### src/crb_pkg.sv
// Shared types and constants for the crop and bilinear resize block.
// No dependencies; every other file refers to this package by scoped name.
package crb_pkg;

  localparam int POS_W    = 9;
  localparam int START_W  = 9;
  localparam int SIZE_W   = 10;
  localparam int COORD_W  = 11;
  localparam int WEIGHT_W = 9;
  localparam int OFFSET_W = 18;
  localparam int FRAC_W   = 8;
  localparam int CFG_IDX_W  = 3;
  localparam int CFG_DATA_W = 10;

  localparam logic [SIZE_W-1:0]  SIZE_RESET  = 10'd512;
  localparam logic [START_W-1:0] START_RESET = 9'd0;
  localparam logic [SIZE_W-1:0]  MIN_CROP    = 10'd2;

  typedef enum logic {
    CMD_WRITE   = 1'b0,
    CMD_COMPUTE = 1'b1
  } cmd_e;

  typedef enum logic [CFG_IDX_W-1:0] {
    REG_SRC_WIDTH  = 3'd0,
    REG_SRC_HEIGHT = 3'd1,
    REG_CROP_LEFT  = 3'd2,
    REG_CROP_TOP   = 3'd3,
    REG_CROP_WIDTH = 3'd4,
    REG_CROP_HEIGHT = 3'd5
  } cfg_reg_e;

  // index 2 red, 1 green, 0 blue
  typedef logic [2:0][7:0] pixel_t;

  typedef struct packed {
    logic [COORD_W-1:0]  base;
    logic [WEIGHT_W-1:0] weight;
  } axis_t;

  typedef struct packed {
    logic               we;
    logic               re;
    logic [COORD_W-1:0] x;
    logic [COORD_W-1:0] y;
    pixel_t             data;
  } store_req_t;

  typedef struct packed {
    logic take_left;
    logic row;
    logic first;
    logic acc;
  } blend_ctl_t;

endpackage

### src/crb_axis_map.sv
// Maps one output coordinate into the crop window: base pixel and 9-bit weight.
// Three register stages; divide by OUT_SIZE via reciprocal multiply. Uses crb_pkg.
module crb_axis_map #(
  parameter int OUT_SIZE = 224
) (
  input  logic                          clk_i,
  input  logic                          load_i,
  input  logic [crb_pkg::POS_W-1:0]     pos_i,
  input  logic [crb_pkg::START_W-1:0]   start_i,
  input  logic [crb_pkg::SIZE_W-1:0]    size_i,
  output crb_pkg::axis_t                axis_o
);

  localparam int ProdW      = crb_pkg::POS_W + crb_pkg::SIZE_W;
  localparam int NumW       = ProdW + crb_pkg::FRAC_W;
  localparam int RecipW     = NumW + 2;
  localparam int QuotW      = ProdW + RecipW;
  localparam int RecipShift = NumW + $clog2(OUT_SIZE);
  localparam int QShift     = RecipShift - crb_pkg::FRAC_W;
  localparam logic [63:0] RecipPow = 64'd1 << RecipShift;
  localparam logic [RecipW-1:0] Recip =
      RecipW'((RecipPow + 64'(OUT_SIZE) - 64'd1) / 64'(OUT_SIZE));

  logic [ProdW-1:0]              prod_q;
  logic [QuotW-1:0]              quot_q;
  logic [crb_pkg::OFFSET_W-1:0]  offset;
  logic [crb_pkg::SIZE_W-1:0]    rel_raw;
  logic [crb_pkg::SIZE_W-1:0]    rel;
  crb_pkg::axis_t                axis_d;
  crb_pkg::axis_t                axis_q;

  always_ff @(posedge clk_i) begin
    if (load_i) begin
      prod_q <= ProdW'(pos_i) * ProdW'(size_i);
    end
    quot_q <= QuotW'(prod_q) * QuotW'(Recip);
    axis_q <= axis_d;
  end

  // exact floor(prod * 256 / OUT_SIZE) for all numerators below 2^NumW
  assign offset  = quot_q[QShift +: crb_pkg::OFFSET_W];
  assign rel_raw = offset[crb_pkg::OFFSET_W-1 -: crb_pkg::SIZE_W];

  always_comb begin
    if (rel_raw >= size_i - crb_pkg::SIZE_W'(1)) begin
      rel = size_i - crb_pkg::SIZE_W'(2);
    end else begin
      rel = rel_raw;
    end
    axis_d.base   = crb_pkg::COORD_W'(start_i) + crb_pkg::COORD_W'(rel);
    axis_d.weight = crb_pkg::WEIGHT_W'(offset - {rel, {crb_pkg::FRAC_W{1'b0}}});
  end

  assign axis_o = axis_q;

endmodule

### config.mk
export PLATFORM = sky130hd
export DESIGN_NAME = crb_axis_map
export DESIGN_NICKNAME = d
export VERILOG_FILES = /design/src/crb_pkg.sv /design/src/crb_axis_map.sv
export SDC_FILE = /design/constraint.sdc
export NUM_CORES = 1
export LEC_CHECK = 0
export BUFFER_PORTS_ARGS = -buffer_cell sky130_fd_sc_hd__buf_2
export CORE_UTILIZATION = 64
export CTS_CLUSTER_SIZE = 12
export DETAILED_ROUTE_END_ITERATION = 6
export GPL_ROUTABILITY_DRIVEN = 0
export PLACE_DENSITY = 0.92
export SLEW_MARGIN = 20
export SYNTH_ARGS = -nofsm -noshare
export SYNTH_HDL_FRONTEND = slang
export SYNTH_SLANG_ARGS = --single-unit
### constraint.sdc
create_clock -name clk_i -period 5.8 [get_ports clk_i]
set_input_delay 0.87 -clock clk_i [delete_from_list [all_inputs] [get_ports clk_i]]
set_output_delay 0.87 -clock clk_i [all_outputs]
set_load 0.03 [all_outputs]
==> qor.yml <==
clock_tree:
  clkSinkCount: 57
  clkTransAtPathRegs_ns: 0.05
  root_buffer: "clkbuf_16"
  worstSkewPairLatency_ns: 0.35
  htreeDepth: 3
  cts_tree: "built"
  cts_inserted_buffers: 9
  clock_path_buffers: 2
finish:
  nets: 1351
  area_growth_pct: 9.77
  drive_above_1_share_pct: 9.89
  mostFrequentLayoutCells: "inv_1 (192), ha_1 (179), fa_1 (128)"
  antennaDiodeCount: 0
  final_common_cell: "inv_1"
drt:
  drtAntennaViolNets: 0
  firstDrtPassIters: 6
  via_per_inst: 6.18
  routedWlPerCell_um: 20.2
  routed_wl_mm: 24.1
  drc: 0
  num_vias: 7365
  drt_iter0_drc: 750
floorplanning:
  fp.dieW_um: 122
  start_util_pct: 66.2
  coreArea_um2: 14000
  die_h_um: 122
  ioPinCount: 50
  rows: 43
  dieArea_um2: 14900
sta:
  fin_crit_sh_pct: 98.6
  setup_viol: 0
  tightest_slew_ns: 0.609
  period_minus_slack_ns: 5.72
  setup_slack_ns: 0.0815
  finalHoldViolCount: 0
  fmax_mhz: 175
  slew_viol_final: 0
  relSlewSlack_pct: 59.1
  fin_skew_ns: 0.00989
synth:
  yosysWarningCount: 0
  synthArstFlopShare_pct: 0
  synth-edff-count: 19
  ys_types: 47
  ys.flop_type: "dfxtp_1"
  synth_cells: 949
  mappedNetlistArea_um2: 9260
  ys_ff_latch: 57
  synth_fp_nets: 1294
  yosysSeqAreaShare_pct: 14.4
  syn_avg_cell_area_um2: 9.75
grt:
  grt-ovfl-total: 0
  grt_pass1_wl_mm: 37.8
  first_global_vias: 7644
  grtUsageTotal_pct: 33.9
  antenna_found_initial: 0
  grt_max_degree: 20
critical_path:
  crit_required_ns: 6.08
  cp.arrival_ns: 6.00
  slowest_stage: "fa_2"
  timing.critical_path.buf_inv: 4
  cpPeakStageDelay_ns: 0.59
  crit_fanout: 4
  path_class: "flop to flop"
  path_common_cell: "inv_1"
  path_delay_family: "adder cells"
  start_kind: "flop"
  endpoint_kind: "flop"
  worstPathCellList: "ha_4 > fa_2 > inv_1 > fa_1 > inv_1 > fa_1 > inv_1 > fa_1 > inv_1 > ha_1 > a21o_1 > a21o_1 > a21oi_2 > nand2_1 > o31ai_4 > o41ai_4 > o41ai_4 > o21bai_2 > a21oi_2 > xnor2_1"
place:
  numPortBuffers: 49
  dpl_worst_slack_ns: 0.0852
  hpwl_mm: 17.7
flow_run:
  cap_violations: 0
outcome:
  status: "completed"
min_path:
  min_path_type: "flop to flop"
[stage by stage]
step	utilization (%)	TNS, ns	instances	hold slack, ns	instance area [µm²]
floorplan	-	0	949	0.310	9260
global placement	69.1	0	1161	0.311	9670
detailed placement	69.1	0	1161	0.315	9670
CTS	71.3	0	1177	0.327	9970
global route	72.6	-0.181	1191	0.331	10200
finish	72.6	0	1191	0.326	10200
[registers in the layout, indices dropped and copies added (netlist names)]
| signal | count |
|---|---|
| axis_o | 20 |
| prod_q | 19 |
| quot_q | 18 |
[logic make-up after synthesis]
kind of cell	after synthesis	share of synthesized area, %
adders and majority gates	315	53.2
muxes	1	0.108
and+or+nand+nor	189	9.60
AOI/OAI and AO/OA	116	8.53
buffers and inverters	214	8.77
DFF	57	14.4
xor gates and xnor gates	57	5.39
[layout make-up]
cell class | instances | area, µm²
repair buffers | 67 | 380
clock inverters | 5 | 71.3
well taps | 180 | 225
multi-input cells | 678 | 7190
inverters | 193 | 724
fillers | 857 | 3830
clock buffers | 11 | 233
flip-flops and latches | 57 | 1330
[synth_stat cells (2+ instances only)]
cell type,number,area share (%)
inv_1,192,7.8
ha_1,184,25
fa_1,131,28
nand2_1,74,3.0
a21oi_1,43,2.3
and2_1,38,2.6
dfxtp_1,38,8.2
nor2_1,38,1.5
xnor2_1,38,3.6
a21o_1,21,1.7
clkbuf_1,19,0.77
edfxtp_1,19,6.2
xor2_1,19,1.8
o21ai_1,13,0.70
nand3_1,10,0.54
nor3_1,7,0.38
o21ai_0,7,0.38
o21bai_1,7,0.57
nor2b_1,4,0.27
a211oi_1,3,0.24
and3_1,3,0.20
nand2b_1,3,0.20
nor3b_1,3,0.24
o211ai_1,3,0.24
o21a_1,3,0.24
a21oi_2,2,0.19
a31oi_1,2,0.14
nand4_1,2,0.14
nor4_1,2,0.14
o2111ai_1,2,0.19
o41ai_4,2,0.59
or3_1,2,0.14
[metal layers]
metal / share of wire (%) / track usage, % / up-vias
met2: 47 / 53.9 / 513
met1: 36 / 39.9 / 3505
met5: 0 / 0 / -
met3: 9.0 / 8.78 / 196
li1: - / - / 3151
met4: 8.1 / 24.1 / 0
[path summary, 6_finish.rpt]
path	from	endpoint	slack, ns	depth (start not counted)
max reg2reg	prod_q[16]	quot_q[44]	0.08	20
max	prod_q[16]	quot_q[44]	0.08	20
min reg2reg	quot_q[31]	axis_o[4]	0.33	0
min	quot_q[31]	axis_o[4]	0.33	0
[what timing repair did]
item / 4_1_cts / 5_1_grt
setup buffers: 0 / 14
resized for setup: 0 / 14
setup endpoints to repair: 0 / 8
hold buffers: 0 / 0
[worst register-to-register path, stage by stage (launching register included)]
cell and delay [ns]:
edfxtp_1 0.51, ha_4 0.29, fa_2 0.60, inv_1 0.12, fa_1 0.58, inv_1 0.11
fa_1 0.55, inv_1 0.06, fa_1 0.55, inv_1 0.08, ha_1 0.26, a21o_1 0.20
a21o_1 0.18, a21oi_2 0.19, nand2_1 0.12, o31ai_4 0.35, o41ai_4 0.17, o41ai_4 0.36
o21bai_2 0.12, a21oi_2 0.15, xnor2_1 0.12
Power is not shown: default switching activity piles up to over one toggle a cycle in this logic, so the estimate is an artifact.
