`src/crb_pkg.sv`:
```
// Shared types and constants for the crop and bilinear resize block.
// No dependencies; every other file refers to this package by scoped name.
package crb_pkg;

  localparam int POS_W    = 9;
  localparam int START_W  = 9;
  localparam int SIZE_W   = 10;
  localparam int COORD_W  = 11;
  localparam int WEIGHT_W = 9;
  localparam int OFFSET_W = 18;
  localparam int FRAC_W   = 8;
  localparam int CFG_IDX_W  = 3;
  localparam int CFG_DATA_W = 10;

  localparam logic [SIZE_W-1:0]  SIZE_RESET  = 10'd512;
  localparam logic [START_W-1:0] START_RESET = 9'd0;
  localparam logic [SIZE_W-1:0]  MIN_CROP    = 10'd2;

  typedef enum logic {
    CMD_WRITE   = 1'b0,
    CMD_COMPUTE = 1'b1
  } cmd_e;

  typedef enum logic [CFG_IDX_W-1:0] {
    REG_SRC_WIDTH  = 3'd0,
    REG_SRC_HEIGHT = 3'd1,
    REG_CROP_LEFT  = 3'd2,
    REG_CROP_TOP   = 3'd3,
    REG_CROP_WIDTH = 3'd4,
    REG_CROP_HEIGHT = 3'd5
  } cfg_reg_e;

  // index 2 red, 1 green, 0 blue
  typedef logic [2:0][7:0] pixel_t;

  typedef struct packed {
    logic [COORD_W-1:0]  base;
    logic [WEIGHT_W-1:0] weight;
  } axis_t;

  typedef struct packed {
    logic               we;
    logic               re;
    logic [COORD_W-1:0] x;
    logic [COORD_W-1:0] y;
    pixel_t             data;
  } store_req_t;

  typedef struct packed {
    logic take_left;
    logic row;
    logic first;
    logic acc;
  } blend_ctl_t;

endpackage

```
`src/crb_blend.sv`:
```
// Bilinear blend datapath, three color lanes: row blend, vertical accumulate, clamp.
// Sequenced by crb_pkg::blend_ctl_t from the top level.
module crb_blend (
  input  logic                           clk_i,
  input  crb_pkg::blend_ctl_t            ctl_i,
  input  crb_pkg::pixel_t                rdata_i,
  input  logic [crb_pkg::WEIGHT_W-1:0]   wx_i,
  input  logic [crb_pkg::WEIGHT_W-1:0]   wy_i,
  output crb_pkg::pixel_t                pix_o
);

  crb_pkg::pixel_t    left_q;
  logic signed [19:0] row_q [3];
  logic signed [30:0] acc_q [3];
  logic signed [9:0]  wx_s;
  logic signed [9:0]  inv_x;
  logic signed [9:0]  wy_s;
  logic signed [9:0]  inv_y;
  logic signed [9:0]  fy;

  assign wx_s  = $signed({1'b0, wx_i});
  assign inv_x = 10'sd256 - wx_s;
  assign wy_s  = $signed({1'b0, wy_i});
  assign inv_y = 10'sd256 - wy_s;
  assign fy    = ctl_i.acc ? wy_s : inv_y;

  always_ff @(posedge clk_i) begin
    for (int c = 0; c < 3; c++) begin
      if (ctl_i.take_left) begin
        left_q[c] <= rdata_i[c];
      end
      if (ctl_i.row) begin
        row_q[c] <= $signed({1'b0, left_q[c]}) * inv_x + $signed({1'b0, rdata_i[c]}) * wx_s;
      end
      if (ctl_i.first || ctl_i.acc) begin
        acc_q[c] <= (ctl_i.acc ? acc_q[c] : 31'sd0) + row_q[c] * fy;
      end
    end
  end

  always_comb begin
    for (int c = 0; c < 3; c++) begin
      if (acc_q[c][30]) begin
        pix_o[c] = 8'd0;
      end else if (|acc_q[c][29:24]) begin
        pix_o[c] = 8'd255;
      end else begin
        pix_o[c] = acc_q[c][23:16];
      end
    end
  end

endmodule

```
`config.mk`:
```
export PLATFORM = sky130hd
export DESIGN_NAME = crb_blend
export DESIGN_NICKNAME = d
export VERILOG_FILES = /design/src/crb_pkg.sv /design/src/crb_blend.sv
export SDC_FILE = /design/constraint.sdc
export NUM_CORES = 2
export LEC_CHECK = 0
export ABC_AREA = 0
export BUFFER_PORTS_ARGS = -buffer_cell sky130_fd_sc_hd__buf_2
export CORE_ASPECT_RATIO = 2
export CORE_MARGIN = 2
export CORE_UTILIZATION = 30
export CTS_BUF_LIST = sky130_fd_sc_hd__clkbuf_2 sky130_fd_sc_hd__clkbuf_4 sky130_fd_sc_hd__clkbuf_8
export DETAILED_ROUTE_END_ITERATION = 8
export GPL_ROUTABILITY_DRIVEN = 0
export PLACE_DENSITY = 0.48
export SLEW_MARGIN = 20
export SYNTH_ARGS = -nofsm -noshare
export SYNTH_HDL_FRONTEND = slang
export SYNTH_SLANG_ARGS = --single-unit
```
`constraint.sdc`:
```
create_clock -name clk_i -period 18.7 [get_ports clk_i]
set_input_delay 2.805 -clock clk_i [delete_from_list [all_inputs] [get_ports clk_i]]
set_output_delay 2.805 -clock clk_i [all_outputs]
set_load 0.01 [all_outputs]
```
==> metrics.log <==
[metrics] signed area change from the synthesized netlist to the final layout: 6.473%
[metrics] area of the mapped netlist: between 0.04 and 0.05 mm^2
[metrics] post-DR vias/cell: 4.583
[metrics] clock insertion delay at the later pin of the skew report: 0.65 ns
[metrics] die span in y: between 500 and 600 um
[metrics] share of synthesized area occupied by flip-flops and latches: roughly 11%
[metrics] number of buffers added on ports: 70
[metrics] GRT Residual Overflow: 0
[metrics] Final Max Slew Viols: 0
[metrics] Residual DRC: 0
[metrics] Max-cap violations: 0
[metrics] total wire length after detailed routing: 126300 um
[metrics] RR Startpoint: row_q[0][8]
[metrics] number of buffers created by CTS: 25
[metrics] CP required: 19.07 ns
[metrics] crit-path max FO: 62
[metrics] overall track demand over capacity in global routing: 16.17%
[metrics] crit end category: flop
[metrics] global-route wire length before repair: 205300 um
[metrics] gate count after technology mapping: 5102
[metrics] slack of the worst reg-to-reg path: 12.15 ns
[metrics] fraction of layout instances using a drive strength above 1: under 10%
[metrics] aggregate negative setup slack: 0 ns
[metrics] sum of met2 wire segment lengths after detailed routing: 75750 um
[metrics] Starting DRT DRC Count: 980
[metrics] fmax: 0.09762 GHz
[metrics] number of setup violations in the final report: 0
[metrics] cell chosen for the clock root: sky130_fd_sc_hd__clkbuf_8
[metrics] Min-Delay Startpoint: acc_q[0][31]
[metrics] transition time at the pin with the least slew margin: 1.043 ns
[metrics] max layer used: met5
[metrics] via count of the first global-routing pass: 37890
[metrics] via count: 32670
[metrics] routed length on met3: 1984 um
[metrics] Yosys warnings: 0
[metrics] detail-routed net length per standard cell: 17.71 um
[metrics] kind of path behind the tightest hold check: flop to flop
[metrics] setup repair after global routing missed its margin: false
[metrics] number of different library cells in the post-synthesis netlist: 64
[metrics] Worst Setup SP: wy_i[0]
[metrics] DPL Wire Length: 104900 um
[metrics] EDFF count, synth: 177
[metrics] num ports: 71
[metrics] final critical path time including I/O delays and setup: 10.24 ns
[metrics] Site Rows: 207
[metrics] class of the most critical setup path: input pin to flop
[metrics] Total Die Area: 0.1635 mm^2
[metrics] clock tree from TritonCTS: done
[metrics] CTS Buffer Depth: 3
[metrics] proportion of register bits with asynchronous set or reset after synthesis: 0%
[metrics] worst clock skew: approximately 0.044 ns
[metrics] flop and latch count out of synthesis: 177
[metrics] Min Hold Slack: between 0.6 and 0.7 ns
[metrics] cts repair resizes: 0
[metrics] die boundary width: 286.9 um
[metrics] post-cts hold buffer count: 0
[metrics] Critical Path AT: between 10 and 15 ns
[metrics] maximum number of pins on one net before global-route repair: 64
[metrics] number of filler instances in the final layout: 16810
[metrics] antenna violations before repair: 4
[metrics] final number of hold-violating endpoints: 0
[metrics] standard cell core area: 0.1590 mm^2
[metrics] maximum level of the CTS H-tree: 4
[metrics] number of buffers inserted by post-CTS setup repair: 0
[metrics] kind of start point of the critical path: input pin
[metrics] main flop type after synthesis: sky130_fd_sc_hd__edfxtp_1
[metrics] result of the run: finished, final reports clean
[metrics] Starting Density: 30.20%
[metrics] TritonCTS Sinks: 177
[metrics] fin util: 32.16%
[metrics] count of nets after finishing: roughly 6500
[metrics] number of optimization iterations in the first detailed-route pass: 5
[metrics] antenna-violating nets left: 0
[metrics] clock-pin slew reported for the worst setup and hold paths after clock tree synthesis: 0.10 ns
[metrics] Routed met1 length: 45020 um
[metrics] worst slew slack as a fraction of its limit: 30.35%
[metrics] post-route fraction of the period consumed by the critical path: 54.78%
[metrics] Mapped Avg Cell Area: approximately 9.4 um^2
[metrics] Post-Syn Nets: 6615
-- flip-flops by register name, indices dropped and copies added (netlist names) --
register and cells:
acc_q 93, row_q 60, left_q 24
-- Yosys cell counts, types with 7 or more instances --
cell type | n | area [um^2]
sky130_fd_sc_hd__nand2_1 | 515 | 1933
sky130_fd_sc_hd__o21ai_0 | 58 | 290.3
sky130_fd_sc_hd__nand3_1 | 24 | 120.1
sky130_fd_sc_hd__o2111ai_1 | 8 | 70.07
sky130_fd_sc_hd__a31oi_1 | 9 | 56.30
sky130_fd_sc_hd__and2_1 | 638 | 3991
sky130_fd_sc_hd__nand2b_1 | 16 | 100.1
sky130_fd_sc_hd__xnor2_1 | 169 | 1480
sky130_fd_sc_hd__nor2_1 | 186 | 698.2
sky130_fd_sc_hd__nor3_1 | 40 | 200.2
sky130_fd_sc_hd__a21o_1 | 53 | 397.9
sky130_fd_sc_hd__o21bai_1 | 11 | 82.58
sky130_fd_sc_hd__and3_1 | 12 | 75.07
sky130_fd_sc_hd__or2_2 | 18 | 112.6
sky130_fd_sc_hd__buf_1 | 55 | 206.5
sky130_fd_sc_hd__a21oi_1 | 105 | 525.5
sky130_fd_sc_hd__nor2b_1 | 19 | 118.9
sky130_fd_sc_hd__ha_1 | 485 | 6068
sky130_fd_sc_hd__a31o_2 | 7 | 61.31
sky130_fd_sc_hd__fa_1 | 981 | 19640
sky130_fd_sc_hd__clkbuf_1 | 134 | 503.0
sky130_fd_sc_hd__edfxtp_1 | 177 | 5315
sky130_fd_sc_hd__xor2_1 | 43 | 376.6
sky130_fd_sc_hd__o21a_1 | 20 | 150.1
sky130_fd_sc_hd__inv_1 | 1205 | 4523
sky130_fd_sc_hd__o211ai_1 | 9 | 67.56
-- kinds of logic (layout without fill, tap and decap cells) --
logic type	count (synthesis)	count (layout)	share of synthesized area, %
AND/OR/NAND/NOR	1502	1502	15.81
adder cells (fa/ha/maj)	1466	1466	53.52
buffers and inverters	1394	1329	10.89
AO/OA/AOI/OAI	348	348	4.775
XOR/XNOR	212	212	3.866
flip-flops	177	177	11.07
multiplexers	3	3	0.06773
other	0	2	0
-- layout by cell type, fill, tap and decap left out, types with 17 or more instances in the layout --
cell                       count
sky130_fd_sc_hd__inv_1      1205
sky130_fd_sc_hd__fa_1        981
sky130_fd_sc_hd__and2_1      638
sky130_fd_sc_hd__nand2_1     515
sky130_fd_sc_hd__ha_1        485
sky130_fd_sc_hd__nor2_1      186
sky130_fd_sc_hd__edfxtp_1    177
sky130_fd_sc_hd__xnor2_1     163
sky130_fd_sc_hd__a21oi_1     105
sky130_fd_sc_hd__buf_2        69
sky130_fd_sc_hd__o21ai_0      58
sky130_fd_sc_hd__a21o_1       53
sky130_fd_sc_hd__nor3_1       40
sky130_fd_sc_hd__xor2_1       35
sky130_fd_sc_hd__clkbuf_8     25
sky130_fd_sc_hd__nand3_1      24
sky130_fd_sc_hd__buf_4        22
sky130_fd_sc_hd__o21a_1       20
sky130_fd_sc_hd__nor2b_1      19
sky130_fd_sc_hd__or2_2        17
-- through the flow --
| step | cells | area [um^2] | worst slack [ns] |
|---|---|---|---|
| after global routing | 7128 | 51140 | 8.125 |
| after floorplan | 5102 | 48030 | 9.156 |
| after global placement | 7094 | 50670 | 7.786 |
| after detailed placement | 7094 | 50670 | 7.764 |
| final | 7129 | 51140 | 8.456 |
| after CTS | 7127 | 51140 | 8.412 |
-- path summary, 6_finish.rpt --
path             endpoint  cells after the start
max          acc_q[0][30]                     25
min          acc_q[0][31]                      2
max reg2reg  acc_q[0][30]                     18
min reg2reg  acc_q[0][31]                      2
-- final cells by class --
cell class	count	area (um^2)	share of cell area [%]
inverter	1205	4523	8.844
sequential	177	5315	10.39
antenna	2	5.005	0.009786
multi-input combinational	3531	37710	73.73
timing repair buffer	91	510.5	0.9982
tap	2090	2615	5.113
clock inverter	7	115.1	0.2251
clock buffer	26	351.6	0.6875
-- routing by layer --
layer  vias up  track usage (%)
met2       355            34.12
met4         2            4.938
met5         -                0
met3       176            1.075
li1      15080                -
met1     17060            16.23
-- worst max-delay path, cell delays in order --
cell	delay (ns)
sky130_fd_sc_hd__buf_2	0.08
sky130_fd_sc_hd__buf_4	0.59
sky130_fd_sc_hd__inv_1	0.14
sky130_fd_sc_hd__ha_1	0.29
sky130_fd_sc_hd__a21oi_1	0.33
sky130_fd_sc_hd__xor2_4	0.16
sky130_fd_sc_hd__buf_4	0.64
sky130_fd_sc_hd__nand2_1	0.19
sky130_fd_sc_hd__fa_1	0.54
sky130_fd_sc_hd__fa_1	0.56
sky130_fd_sc_hd__inv_1	0.05
sky130_fd_sc_hd__fa_1	0.47
sky130_fd_sc_hd__fa_1	0.50
sky130_fd_sc_hd__inv_1	0.05
sky130_fd_sc_hd__fa_1	0.47
sky130_fd_sc_hd__inv_1	0.05
sky130_fd_sc_hd__ha_1	0.35
sky130_fd_sc_hd__a211o_1	0.30
sky130_fd_sc_hd__o211a_1	0.22
sky130_fd_sc_hd__o21ai_0	0.78
sky130_fd_sc_hd__o2111ai_1	0.39
sky130_fd_sc_hd__nand2_1	0.21
sky130_fd_sc_hd__o2111ai_1	0.14
sky130_fd_sc_hd__a21oi_1	0.20
sky130_fd_sc_hd__xnor2_1	0.08
Power is not shown: default switching activity piles up to over one toggle a cycle in this logic, so the estimate is an artifact.
